**src/hdl/alpha_bounding_box_trim_defines.svh**
```systemverilog
// Assertion macros for the alpha bounding-box trim block.
// Depends on nothing; included by the top level.
`ifndef ALPHA_BOUNDING_BOX_TRIM_DEFINES_SVH
`define ALPHA_BOUNDING_BOX_TRIM_DEFINES_SVH

// Same-cycle implication, checked out of reset.
`define ABBT_ASSERT_NOW(label, clk, rst_n, ante, cons, msg) \
    label: assert property (@(posedge clk) disable iff (!(rst_n)) (ante) |-> (cons)) \
        else $error(msg);

// Next-cycle implication, checked out of reset.
`define ABBT_ASSERT_NEXT(label, clk, rst_n, ante, cons, msg) \
    label: assert property (@(posedge clk) disable iff (!(rst_n)) (ante) |=> (cons)) \
        else $error(msg);

`endif

```
**src/hdl/abbt_pkg.sv**
```systemverilog
// Shared types and constants of the alpha bounding-box trim block.
// No dependencies.
package abbt_pkg;

    localparam int CFG_W   = 13;
    localparam int ALPHA_W = 8;
    localparam int POS_W   = 12;
    localparam int SIZE_W  = 13;

    // Both frame size registers come out of reset at this size.
    localparam int CFG_RESET = 4096;

    typedef enum logic [0:0] {
        REG_FRAME_WIDTH  = 1'b0,
        REG_FRAME_HEIGHT = 1'b1
    } t_cfg_reg;

    typedef struct packed {
        logic [POS_W-1:0]  left_x;
        logic [POS_W-1:0]  top_y;
        logic [SIZE_W-1:0] trimmed_width;
        logic [SIZE_W-1:0] trimmed_height;
        logic              empty_frame;
    } t_box;

endpackage

```
**src/hdl/abbt_if.sv**
```systemverilog
// Valid/ready channels of the alpha bounding-box trim block: pixel in, box out.
// Depends on abbt_pkg.
interface abbt_pix_if import abbt_pkg::*; ();
    logic               valid;
    logic               ready;
    logic [ALPHA_W-1:0] alpha;

    modport source (output valid, output alpha, input ready);
    modport sink   (input valid, input alpha, output ready);
endinterface

interface abbt_box_if import abbt_pkg::*; ();
    logic              valid;
    logic              ready;
    logic [POS_W-1:0]  left_x;
    logic [POS_W-1:0]  top_y;
    logic [SIZE_W-1:0] trimmed_width;
    logic [SIZE_W-1:0] trimmed_height;
    logic              empty_frame;

    modport source (output valid, output left_x, output top_y, output trimmed_width,
                    output trimmed_height, output empty_frame, input ready);
    modport sink   (input valid, input left_x, input top_y, input trimmed_width,
                    input trimmed_height, input empty_frame, output ready);
endinterface

```
**src/hdl/abbt_cfg.sv**
```systemverilog
// Frame size registers: clamp each written size and hold the last index.
// Depends on abbt_pkg.
module abbt_cfg import abbt_pkg::*; #(
    parameter int MAX_DIM = 4096,
    parameter int CW      = 12
) (
    input  logic             i_clk,
    input  logic             i_rst_n,
    input  logic             i_cfg_we,
    input  t_cfg_reg         i_cfg_idx,
    input  logic [CFG_W-1:0] i_cfg_data,
    output logic [CW-1:0]    o_w_last,
    output logic [CW-1:0]    o_h_last
);

    localparam int DimCap  = (MAX_DIM < (2**CFG_W - 1)) ? MAX_DIM : (2**CFG_W - 1);
    localparam int RstDim  = (CFG_RESET > DimCap) ? DimCap : CFG_RESET;
    localparam logic [CW-1:0] RstLast = CW'(RstDim - 1);

    logic [CW-1:0] r_w_last, r_h_last;
    logic [CW-1:0] n_last;

    // Size zero acts as one, anything above the cap acts as the cap.
    always_comb begin
        if (i_cfg_data == '0) begin
            n_last = '0;
        end else if (32'(i_cfg_data) > DimCap) begin
            n_last = CW'(DimCap - 1);
        end else begin
            n_last = CW'(i_cfg_data - 1'b1);
        end
    end

    always_ff @(posedge i_clk) begin
        if (!i_rst_n) begin
            r_w_last <= RstLast;
            r_h_last <= RstLast;
        end else if (i_cfg_we) begin
            unique case (i_cfg_idx)
                REG_FRAME_WIDTH:  r_w_last <= n_last;
                REG_FRAME_HEIGHT: r_h_last <= n_last;
                default:          r_w_last <= r_w_last;
            endcase
        end
    end

    assign o_w_last = r_w_last;
    assign o_h_last = r_h_last;

endmodule

```
**src/hdl/abbt_track.sv**
```systemverilog
// Raster position counters and nonzero-alpha bounds, plus the box they give.
// Depends on abbt_pkg.
module abbt_track import abbt_pkg::*; #(
    parameter int CW = 12
) (
    input  logic               i_clk,
    input  logic               i_rst_n,
    input  logic               i_step,
    input  logic [ALPHA_W-1:0] i_alpha,
    input  logic [CW-1:0]      i_w_last,
    input  logic [CW-1:0]      i_h_last,
    output logic               o_frame_end,
    output t_box               o_box
);

    logic [CW-1:0] r_col, r_row, r_min_col, r_max_col, r_first_row, r_last_row;
    logic          r_seen;
    logic [CW-1:0] n_min_col, n_max_col, n_first_row, n_last_row;
    logic          n_seen;
    logic          row_end;
    logic [CW:0]   span_x, span_y;

    assign row_end     = (r_col >= i_w_last);
    assign o_frame_end = row_end && (r_row >= i_h_last);

    always_comb begin
        n_seen      = r_seen;
        n_min_col   = r_min_col;
        n_max_col   = r_max_col;
        n_first_row = r_first_row;
        n_last_row  = r_last_row;
        if (i_alpha != '0) begin
            n_seen     = 1'b1;
            n_last_row = r_row;
            if (!r_seen) begin
                n_min_col   = r_col;
                n_max_col   = r_col;
                n_first_row = r_row;
            end else begin
                if (r_col < r_min_col) n_min_col = r_col;
                if (r_col > r_max_col) n_max_col = r_col;
            end
        end
    end

    assign span_x = {1'b0, n_max_col} - {1'b0, n_min_col} + (CW+1)'(1);
    assign span_y = {1'b0, n_last_row} - {1'b0, n_first_row} + (CW+1)'(1);

    always_comb begin
        if (n_seen) begin
            o_box.left_x         = POS_W'(n_min_col);
            o_box.top_y          = POS_W'(n_first_row);
            o_box.trimmed_width  = SIZE_W'(span_x);
            o_box.trimmed_height = SIZE_W'(span_y);
            o_box.empty_frame    = 1'b0;
        end else begin
            o_box                = '0;
            o_box.empty_frame    = 1'b1;
        end
    end

    always_ff @(posedge i_clk) begin
        if (!i_rst_n) begin
            r_col       <= '0;
            r_row       <= '0;
            r_seen      <= 1'b0;
            r_min_col   <= '0;
            r_max_col   <= '0;
            r_first_row <= '0;
            r_last_row  <= '0;
        end else if (i_step) begin
            if (o_frame_end) begin
                r_col       <= '0;
                r_row       <= '0;
                r_seen      <= 1'b0;
                r_min_col   <= '0;
                r_max_col   <= '0;
                r_first_row <= '0;
                r_last_row  <= '0;
            end else begin
                r_seen      <= n_seen;
                r_min_col   <= n_min_col;
                r_max_col   <= n_max_col;
                r_first_row <= n_first_row;
                r_last_row  <= n_last_row;
                if (row_end) begin
                    r_col <= '0;
                    r_row <= r_row + 1'b1;
                end else begin
                    r_col <= r_col + 1'b1;
                end
            end
        end
    end

endmodule

```
**src/hdl/alpha_bounding_box_trim.sv**
```systemverilog
// Alpha bounding-box trim: one alpha byte per request in raster order, one box per frame.
// Throughput: one pixel per cycle; a frame's last pixel stalls while an untaken box is held.
// Pixels pass the input register into the bounds; a frame's box waits in the result register.
// Synchronous active-low reset clears the pipeline, counters, bounds and sets both sizes to 4096.
// Depends on abbt_pkg, abbt_if, abbt_cfg, abbt_track and the assertion macro header.
`include "alpha_bounding_box_trim_defines.svh"

module alpha_bounding_box_trim import abbt_pkg::*; #(
    parameter int MAX_DIM = 4096
) (
    input  logic             i_clk,
    input  logic             i_rst_n,
    abbt_pix_if.sink         i_pix,
    abbt_box_if.source       o_box,
    input  logic             i_cfg_we,
    input  t_cfg_reg         i_cfg_idx,
    input  logic [CFG_W-1:0] i_cfg_data
);

    // Counters only ever reach the clamped size minus one.
    localparam int DimCap = (MAX_DIM < (2**CFG_W - 1)) ? MAX_DIM : (2**CFG_W - 1);
    localparam int CW     = $clog2(DimCap);

    logic [CW-1:0]      w_last, h_last;
    logic               r_s1_valid;
    logic [ALPHA_W-1:0] r_s1_alpha;
    logic               r_out_valid;
    t_box               r_box;
    t_box               box;
    logic               frame_end;
    logic               out_free;
    logic               s1_adv;
    logic               s1_fire;
    logic               in_fire;

    abbt_cfg #(
        .MAX_DIM (MAX_DIM),
        .CW      (CW)
    ) u_cfg (
        .i_clk      (i_clk),
        .i_rst_n    (i_rst_n),
        .i_cfg_we   (i_cfg_we),
        .i_cfg_idx  (i_cfg_idx),
        .i_cfg_data (i_cfg_data),
        .o_w_last   (w_last),
        .o_h_last   (h_last)
    );

    abbt_track #(
        .CW (CW)
    ) u_track (
        .i_clk       (i_clk),
        .i_rst_n     (i_rst_n),
        .i_step      (s1_fire),
        .i_alpha     (r_s1_alpha),
        .i_w_last    (w_last),
        .i_h_last    (h_last),
        .o_frame_end (frame_end),
        .o_box       (box)
    );

    // Only the last pixel of a frame needs room in the result register;
    // every other pixel advances even while a box waits to be taken.
    assign out_free    = !r_out_valid || o_box.ready;
    assign s1_adv      = !frame_end || out_free;
    assign s1_fire     = r_s1_valid && s1_adv;
    assign i_pix.ready = !r_s1_valid || s1_adv;
    assign in_fire     = i_pix.valid && i_pix.ready;

    // Input register: load on each request, drop once consumed.
    always_ff @(posedge i_clk) begin
        if (!i_rst_n) begin
            r_s1_valid <= 1'b0;
        end else if (in_fire) begin
            r_s1_valid <= 1'b1;
        end else if (s1_fire) begin
            r_s1_valid <= 1'b0;
        end
    end

    always_ff @(posedge i_clk) begin
        if (in_fire) begin
            r_s1_alpha <= i_pix.alpha;
        end
    end

    // Result register: capture the box at frame end, hold until taken.
    always_ff @(posedge i_clk) begin
        if (!i_rst_n) begin
            r_out_valid <= 1'b0;
        end else if (s1_fire && frame_end) begin
            r_out_valid <= 1'b1;
        end else if (o_box.ready) begin
            r_out_valid <= 1'b0;
        end
    end

    always_ff @(posedge i_clk) begin
        if (s1_fire && frame_end) begin
            r_box <= box;
        end
    end

    assign o_box.valid          = r_out_valid;
    assign o_box.left_x         = r_box.left_x;
    assign o_box.top_y          = r_box.top_y;
    assign o_box.trimmed_width  = r_box.trimmed_width;
    assign o_box.trimmed_height = r_box.trimmed_height;
    assign o_box.empty_frame    = r_box.empty_frame;

    // A frame's last pixel always leaves a box behind.
    `ABBT_ASSERT_NEXT(a_frame_end_gives_box, i_clk, i_rst_n, s1_fire && frame_end, r_out_valid, "frame end did not produce a box")
    // An empty frame reports an all-zero box.
    `ABBT_ASSERT_NOW(a_empty_box_zero, i_clk, i_rst_n, r_out_valid && r_box.empty_frame, r_box.left_x == '0 && r_box.top_y == '0 && r_box.trimmed_width == '0 && r_box.trimmed_height == '0, "empty frame box not zero")
    // A non-empty frame has a box of at least one pixel.
    `ABBT_ASSERT_NOW(a_box_nonzero, i_clk, i_rst_n, r_out_valid && !r_box.empty_frame, r_box.trimmed_width != '0 && r_box.trimmed_height != '0, "non-empty box has zero size")
    // An accepted pixel lands in the input register.
    `ABBT_ASSERT_NEXT(a_accept_loads, i_clk, i_rst_n, in_fire, r_s1_valid, "accepted pixel lost")

endmodule

```
**src/flat_wrapper.sv**
```systemverilog
// flat-port wrapper written by rule: the top's interface ports become plain ports
module alpha_bounding_box_trim_flat import abbt_pkg::*;
#(
    parameter int MAX_DIM = 4096
)
  (i_clk, i_rst_n, i_cfg_we, i_cfg_idx, i_cfg_data, i_pix_valid, i_pix_alpha, i_pix_ready, o_box_valid, o_box_left_x, o_box_top_y, o_box_trimmed_width, o_box_trimmed_height, o_box_empty_frame, o_box_ready);
  abbt_pix_if i_pix_i ();
  abbt_box_if o_box_i ();
  input  logic i_clk;
  input  logic i_rst_n;
  input  logic i_cfg_we;
  input  t_cfg_reg i_cfg_idx;
  input  logic [CFG_W-1:0] i_cfg_data;
  input wire logic [$bits(i_pix_i.valid)-1:0] i_pix_valid;
  input wire logic [$bits(i_pix_i.alpha)-1:0] i_pix_alpha;
  output wire logic [$bits(i_pix_i.ready)-1:0] i_pix_ready;
  output wire logic [$bits(o_box_i.valid)-1:0] o_box_valid;
  output wire logic [$bits(o_box_i.left_x)-1:0] o_box_left_x;
  output wire logic [$bits(o_box_i.top_y)-1:0] o_box_top_y;
  output wire logic [$bits(o_box_i.trimmed_width)-1:0] o_box_trimmed_width;
  output wire logic [$bits(o_box_i.trimmed_height)-1:0] o_box_trimmed_height;
  output wire logic [$bits(o_box_i.empty_frame)-1:0] o_box_empty_frame;
  input wire logic [$bits(o_box_i.ready)-1:0] o_box_ready;
  assign i_pix_i.valid = i_pix_valid;
  assign i_pix_i.alpha = i_pix_alpha;
  assign i_pix_ready = i_pix_i.ready;
  assign o_box_valid = o_box_i.valid;
  assign o_box_left_x = o_box_i.left_x;
  assign o_box_top_y = o_box_i.top_y;
  assign o_box_trimmed_width = o_box_i.trimmed_width;
  assign o_box_trimmed_height = o_box_i.trimmed_height;
  assign o_box_empty_frame = o_box_i.empty_frame;
  assign o_box_i.ready = o_box_ready;
  alpha_bounding_box_trim #(.MAX_DIM(MAX_DIM)) u_core (.i_clk(i_clk), .i_rst_n(i_rst_n), .i_pix(i_pix_i), .o_box(o_box_i), .i_cfg_we(i_cfg_we), .i_cfg_idx(i_cfg_idx), .i_cfg_data(i_cfg_data));
endmodule
```
**config.mk**
```make
export PLATFORM = sky130hd
export DESIGN_NAME = alpha_bounding_box_trim_flat
export DESIGN_NICKNAME = d
export VERILOG_FILES = /design/src/hdl/abbt_pkg.sv /design/src/hdl/abbt_if.sv /design/src/hdl/abbt_cfg.sv /design/src/hdl/abbt_track.sv /design/src/hdl/alpha_bounding_box_trim.sv /design/src/flat_wrapper.sv
export VERILOG_INCLUDE_DIRS = /design/src /design/src/hdl
export SDC_FILE = /design/constraint.sdc
export NUM_CORES = 1
export LEC_CHECK = 0
export BUFFER_PORTS_ARGS = -buffer_cell sky130_fd_sc_hd__buf_2
export CAP_MARGIN = 40
export CORE_UTILIZATION = 50
export CTS_BUF_LIST = sky130_fd_sc_hd__clkbuf_8
export DETAILED_ROUTE_END_ITERATION = 10
export PLACE_DENSITY = 0.69
export SYNTH_ARGS = -nofsm -noshare
export SYNTH_HDL_FRONTEND = slang
export SYNTH_SLANG_ARGS = --single-unit
```
**constraint.sdc**
```tcl
create_clock -name i_clk -period 11.8 [get_ports i_clk]
set_input_delay 0 -clock i_clk [delete_from_list [all_inputs] [get_ports i_clk]]
set_output_delay 0 -clock i_clk [all_outputs]
set_load 0.05 [all_outputs]
```
After elaboration in Yosys (flattened, before gate mapping)
Index checks and enable logic that the tools add are counted.

Flip-flop bits (word level): 158. Input port bits: 27. Output and inout bits: 53.

Add/sub/neg operators: 7. Magnitude comparators: 5. Multiplexer cells: 26. Bitwise operators: 1. Reductions and logical operators: 18.

Operator list (number): 12-bit 2-to-1 mux (19); 13-bit by 1-bit adder with 13-bit output (second input constant) (2); 12-bit by 12-bit subtractor with 13-bit output (2); 12-bit by 1-bit adder with 12-bit output (second input constant) (2); 12-bit greater-or-equal comparator (2); 13-bit > comparator (second input constant) (1); 13-bit zero test (1); 12-bit > comparator (1); 12-bit less-than comparator (1); 12-bit by 1-bit subtractor with 12-bit output (second input constant) (1); 8-bit nonzero test (1); 1-bit 2-to-1 mux (7); 2-bit AND reduction (3); 2-bit nonzero test (3); 1-bit logical AND (4); 1-bit zero test (3); 1-bit logical OR (3); 1-bit inverter (1).

Longest topological paths before layout
Depth in word-level cells: 7. Mapped depth: 22. Gate-level depth less buffers: 21.

Modules after synthesis
Synthesis repeated with hierarchy kept, for this count alone.

Cell total of the unflattened synthesis: 1051. Area total of the unflattened synthesis: 9594.2 um^2.

By module, submodules not included: abbt_track (instances 1, cells an instance 829, area each 6398.6 um^2, sequential area each 1461.4 um^2); alpha_bounding_box_trim (instances 1, cells an instance 71, area each 1889.3 um^2, sequential area each 1811.7 um^2); abbt_cfg (instances 1, cells an instance 151, area each 1306.3 um^2, sequential area each 480.5 um^2).

Least setup slack after synthesis
Ideal clock, no wire load.

Kind: register to register. From: register u_core.u_track.r_row[0]. To: register u_core.r_box, in the netlist u_core.o_box.empty_frame (enable). Setup time: 0.460 ns. Data arrival time: 4.132 ns. Required time: 11.340 ns. Slack: 7.208 ns. Stages on the path, launching flop included: 11. Buffers on the path: 1. Clock period less this slack: 4.592 ns. Path through: dfxtp_1 inv_1 ha_1 nand2b_1 a2111oi_0 or4_1 and3_1 clkbuf_1 nor2_1 nand2_1 nor2_1.

Cells in the longest elaborated chain, start to end: 6.

RTL lines: start, declared (line abbt_track.sv:16) `logic [CW-1:0] r_col, r_row, r_min_col, r_max_col, r_first_row, r_last_row;`; start signal, assigned (line abbt_track.sv:88) `r_row <= r_row + 1'b1;`; 12-bit greater-or-equal comparator * (line abbt_track.sv:24) `assign o_frame_end = row_end && (r_row >= i_h_last);`; 1-bit logical AND * (line abbt_track.sv:24); 1-bit zero test (line alpha_bounding_box_trim.sv:65) `assign s1_adv = !frame_end || out_free;`; 1-bit logical OR (line alpha_bounding_box_trim.sv:65); 1-bit logical AND (line alpha_bounding_box_trim.sv:66) `assign s1_fire = r_s1_valid && s1_adv;`; 1-bit logical AND * (line alpha_bounding_box_trim.sv:99) `if (s1_fire && frame_end) begin`; end signal, assigned (line alpha_bounding_box_trim.sv:100) `r_box <= box;`; end, declared (line alpha_bounding_box_trim.sv:28) `t_box r_box;`.

Every way passes the cells marked *; elsewhere a longest branch is shown, timed or not. A chain may end at the register's enable or synchronous reset.

Worst setup path after layout
From: register u_core.u_track.r_col[1]. To: register u_core.r_box, in the netlist u_core.o_box.trimmed_width[11] (data pin).

Cells in the longest elaborated chain, start to end: 6. Elaborated cells on any way between the ends: 10. Classes of those cells: add/sub (2); order compare (2); mux (6).

RTL lines: start, declared (line abbt_track.sv:16); start signal, assigned (line abbt_track.sv:90) `r_col <= r_col + 1'b1;`; 12-bit less-than comparator (line abbt_track.sv:40) `if (r_col < r_min_col) n_min_col = r_col;`; 12-bit 2-to-1 mux (line abbt_track.sv:40); 12-bit 2-to-1 mux * (line abbt_track.sv:35) `if (!r_seen) begin`; 12-bit 2-to-1 mux * (line abbt_track.sv:32) `if (i_alpha != '0) begin`; net u_core.u_track.n_min_col[1] (line abbt_track.sv:18) `logic [CW-1:0] n_min_col, n_max_col, n_first_row, n_last_row;`; 12-bit by 12-bit subtractor with 13-bit output * (line abbt_track.sv:46) `assign span_x = {1'b0, n_max_col} - {1'b0, n_min_col} + (CW+1)'(1);`; 13-bit by 1-bit adder with 13-bit output * (line abbt_track.sv:46).

Mark *: on every way through the listed nets, which the timed path passes. The rest lies on a longest branch.

==> results <==
- Setup total negative slack on the finished layout was measured at 0 ps.
- The via count of the first global-routing pass is 6,791.
- The final wirelength is 20.3 mm.
- Setup repair after global routing left no endpoint under its margin.
- Before antenna repair, the detailed router went through 5 iterations.
- The most used flip-flop cell after synthesis is sky130_fd_sc_hd__dfxtp_1.
- The horizontal die dimension is 138 um.
- The launch point of the critical path is u_core.u_track.r_col[1].
- Sequential cells account for 51.9% of the total power.
- The internal power is 0.000846 W.
- The maximum number of pins on one net before global-route repair is 52.
- For this block, the via count after detailed routing is 7,532.
- The proportion of layout cells with a drive suffix above 1 is 12.8%.
- The largest fanout of any net on the critical path is 19.
- The maximum clock frequency is 0.214 GHz.
- The number of enable flip-flop cells after synthesis is 59.
- The net count of the finished layout is 1,221.
- Before CTS, the worst setup slack after placement is 7170 ps.
- The power density relative to cell area is 107 nW/um^2.
- The worst hold path startpoint is i_cfg_data[4].
- The topmost layer with routed signal wires is met4.
- The number of distinct standard cells referenced by the synthesized netlist is 59.
- The number of antenna violations at the first check in global routing is 0.
- The overall overflow remaining after global route is 0.
- The net count of the mapped netlist is 1,139.
- The routed via count divided by cell count is 5.63.
- The number of antenna diodes is 0.
- The post-synthesis instance total is 1,013.
- The share of total power consumed by net switching is 24.4%.
- A synthesized cell averages 9.11 sq um.
- Dividing the final minimum period by the clock period gives 39.6%.
- The number of synthesis warnings is 0.
- After floorplanning, the core was divided into 49 placement rows.
- The number of primary I/O pins is 80.
- The worst path needs 4680 ps of the cycle, external delays included.
- The count of nets left with antenna violations once routing finished came out at 0.
- The area of the core is 18,000 sq um.
- Ranked by total cell area, the synthesized netlist is headed by sky130_fd_sc_hd__dfxtp_1 21%, sky130_fd_sc_hd__edfxtp_1 19%, sky130_fd_sc_hd__ha_1 13%.
- The total of buffers placed on input and output ports is 79.
- The final number of max-transition violations was 0.
- The number of design-rule violations left by the first detailed-router iteration is 400.
- The floorplan step defined a die boundary enclosing 19,000 sq um.
- The number of instances resized during post-cts repair is 0.
- At the pin with the least slew margin, the transition time is 880 ps.
- The critical path data arrival time is 4890 ps.
- The first-pass GRT wire length is 32.9 mm.
- After detailed routing, the average wire length per cell comes to 15.2 um.
- The HPWL after detailed placement is 14.7 mm.
- The clock-pin slew on the worst setup and hold paths is 90 ps.
- The detailed route wirelength on metal3 is 854 um.
- The buffer depth of the longest clock path is 2.
- Measured against its own limit, the worst slew margin works out to 40.5%.
- The worst setup path is captured at a register.
- The worst setup skew after layout is 18.2 ps.
- The routed design uses 9.38 mm of met2 wire.
- The number of remaining DRC errors is 0.
- The post-synthesis instance area is 9230 sq um.
- The number of failing hold endpoints at the final stage came to 0.
- The tree built by TritonCTS fans out to 158 sinks.
- The worst hold-check path type is input port to register.
- The setup fix buffers added after clock tree synthesis is 0.
- The critical path class is register to register.
- In this run, synthesis produced a sequential element count of 158.
- The number of buffers created by CTS is 17.
- The startpoint of the most critical register-to-register path is u_core.u_track.r_col[1].
- In the final routing, the length of wire on met1 measures 9.78 mm.
- Setup violations remaining at the end of the flow were counted as 0.
- For this design the static power due to leakage is 4.46 nW.
- The number of hold buffers added after cts is 17.
- The H-tree was split into 4 levels.
- In this run the power spent charging and discharging nets is 0.000274 W.
- Summing the sequential cell areas from Yosys gives 40.7% of the chip area.
- The worst setup path is launched from a register.
- The weighted congestion at the end of routability-driven global placement is 0.812.
- On the final layout, the worst hold slack is 31.2 ps.
- Relative to the synthesized area, the layout overhead comes to 13.7%.
- Cells fill 58.2% of the core in the end.
- The initial core utilization is 51.2%.
- The clock latency at the later pin of the worst-skew pair is 450 ps.
- The share of total power in combinational logic is 8.9%.
- The post-layout worst setup margin is 7120 ps.
- TritonCTS built the clock tree.
- The height of the die is 138 um.
- The flow ran to the end, and the final reports show no timing, DRC or antenna violations.
- Across the VDD grid, the largest voltage drop is 0.0732 mV.
- The fraction of synthesized cell area taken by the top area cell type is 21.5%.
- Of all cell types, the one taking the most synthesized area is sky130_fd_sc_hd__dfxtp_1.
- The tool flagged a number of max-cap violations equal to 0.
- The CTS root buffer is sky130_fd_sc_hd__clkbuf_8.
- The worst path required time is 12,010 ps.
- The number of filler instances in the final layout is 1,608.
- The post-synthesis async set-or-reset flop share is 0%.
- In this run, the clock network consumes 39.3% of the power.
- The overall global routing resource usage is 22.1%.
## layout by cell type (no fill, tap or decap), drive strengths merged, types with 11 or more instances in the layout
cell type and count:
mux2i 17, a2bb2oi 11, ha 97, nor3 35, xnor2 21, o21ai 41
o211ai 14, a32o 11, nand3 16, nand2 105, xor2 12, nor2 113
o31ai 12, nand3b 11, dlygate4sd3 17, buf 96, clkbuf 17, nor2b 15
o2bb2ai 14, and4 15, inv 70, edfxtp 59, a21oi 62, dfxtp 99
## metal layers
layer | track usage [%] | vias to the layer above
li1 | - | 3822
met1 | 29.6 | 3528
met2 | 36.4 | 166
met3 | 3.55 | 16
met4 | 6.82 | 0
met5 | 0 | -
## synthesized netlist by cell type (all sizes together), types with 3 or more instances
library cell  count
o41ai             5
nand3b           11
ha               97
nand2b            6
o2bb2ai          14
dfxtp            99
and3              5
o221ai           10
edfxtp           59
a32o             11
a21oi            62
inv              65
o21ai            41
buf               5
nand4b            3
mux2i            17
and4             15
nand3            16
and2              5
o21bai            3
o21a              6
nand4            10
nand2           105
clkbuf           45
a21o             10
nor2b            15
or4               5
o31ai            12
nor3             35
xor2             12
mux2             10
a211oi            8
xnor2            21
a31oi             6
nor2            113
nor4              5
a2bb2oi          11
o211ai           14
## logic make-up after synthesis
| logic type | count (synthesis) | share of synthesized area (%) |
|---|---|---|
| fa+ha+maj | 100 | 13.7 |
| compound gates | 220 | 15.9 |
| simple gates | 359 | 18.7 |
| xor+xnor | 33 | 3.13 |
| flops | 158 | 40.7 |
| buf+inv | 116 | 4.82 |
| mux | 27 | 3.06 |
## through the flow
| step | power, W | instance area [sq um] | std cells |
|---|---|---|---|
| 6_report | 0.00112 | 10500 | 1337 |
| 5_1_grt | 0.00116 | 10500 | 1337 |
| 4_1_cts | 0.00113 | 10500 | 1337 |
| 3_5_place_dp | 0.000688 | 9900 | 1288 |
| 3_3_place_gp | 0.000685 | 9840 | 1284 |
| 2_1_floorplan | 0.000660 | 9230 | 1013 |
## cell type report
type / instances / area [sq um] / area share [%]
inverter: 66 / 248 / 2.36
clock inverter: 15 / 196 / 1.87
sequential: 158 / 3750 / 35.8
tap: 229 / 287 / 2.73
multi-input combinational: 739 / 5060 / 48.2
timing repair buffer: 113 / 721 / 6.87
clock buffer: 17 / 234 / 2.23
## worst max-delay path: stages (launching register included)
cell                       delay, ps
sky130_fd_sc_hd__dfxtp_1         510
sky130_fd_sc_hd__ha_1            290
sky130_fd_sc_hd__a21boi_0        130
sky130_fd_sc_hd__o21a_1          190
sky130_fd_sc_hd__o31ai_2         360
sky130_fd_sc_hd__buf_4           300
sky130_fd_sc_hd__o221ai_1        150
sky130_fd_sc_hd__nor3_1          390
sky130_fd_sc_hd__inv_1           100
sky130_fd_sc_hd__ha_1            290
sky130_fd_sc_hd__inv_1            40
sky130_fd_sc_hd__ha_1            210
sky130_fd_sc_hd__inv_1            70
sky130_fd_sc_hd__fa_1            190
sky130_fd_sc_hd__nor2b_1          70
sky130_fd_sc_hd__o21ai_0         210
sky130_fd_sc_hd__a21oi_1         120
sky130_fd_sc_hd__o41ai_1         420
sky130_fd_sc_hd__o21ai_0         200
sky130_fd_sc_hd__xnor2_1         160
sky130_fd_sc_hd__nor2_1           50
## sequential cells by signal, summed over array words and instances (netlist names)
name                         cells
u_core.o_box.trimmed_height     13
u_core.o_box.trimmed_width      13
u_core.u_track.r_row            12
u_core.u_cfg.o_w_last           12
u_core.o_box.valid               1
u_core.o_box.top_y              12
u_core.u_cfg.o_h_last           12
u_core.u_track.r_max_col        12
u_core.u_track.r_first_row      12
u_core.u_track.r_min_col        12
u_core.o_box.left_x             12
u_core.u_track.r_last_row       12
u_core.r_s1_valid                1
u_core.u_track.r_seen            1
u_core.o_box.empty_frame         1
u_core.u_track.r_col            12
u_core.r_s1_alpha                8
## worst paths after layout
check                           slack [ps]                              to  depth (start not counted)
worst min register to register         460    u_core.u_track.r_last_row[8]                          2
worst min-delay path                    30        u_core.u_cfg.o_w_last[4]                          4
worst max register to register        7120  u_core.o_box.trimmed_width[11]                         20
worst max-delay path                  7120  u_core.o_box.trimmed_width[11]                         20
## power by group through the flow
stage	Combinational [W]	Clock [W]	Sequential [W]
finish	0.0000993	0.000440	0.000581
global route	0.000111	0.000469	0.000582
CTS	0.0000993	0.000449	0.000581
detailed placement	0.0000945	0	0.000594
global placement	0.0000910	0	0.000594
floorplan	0.0000700	0	0.000590
(Power assumes the default switching activity.)
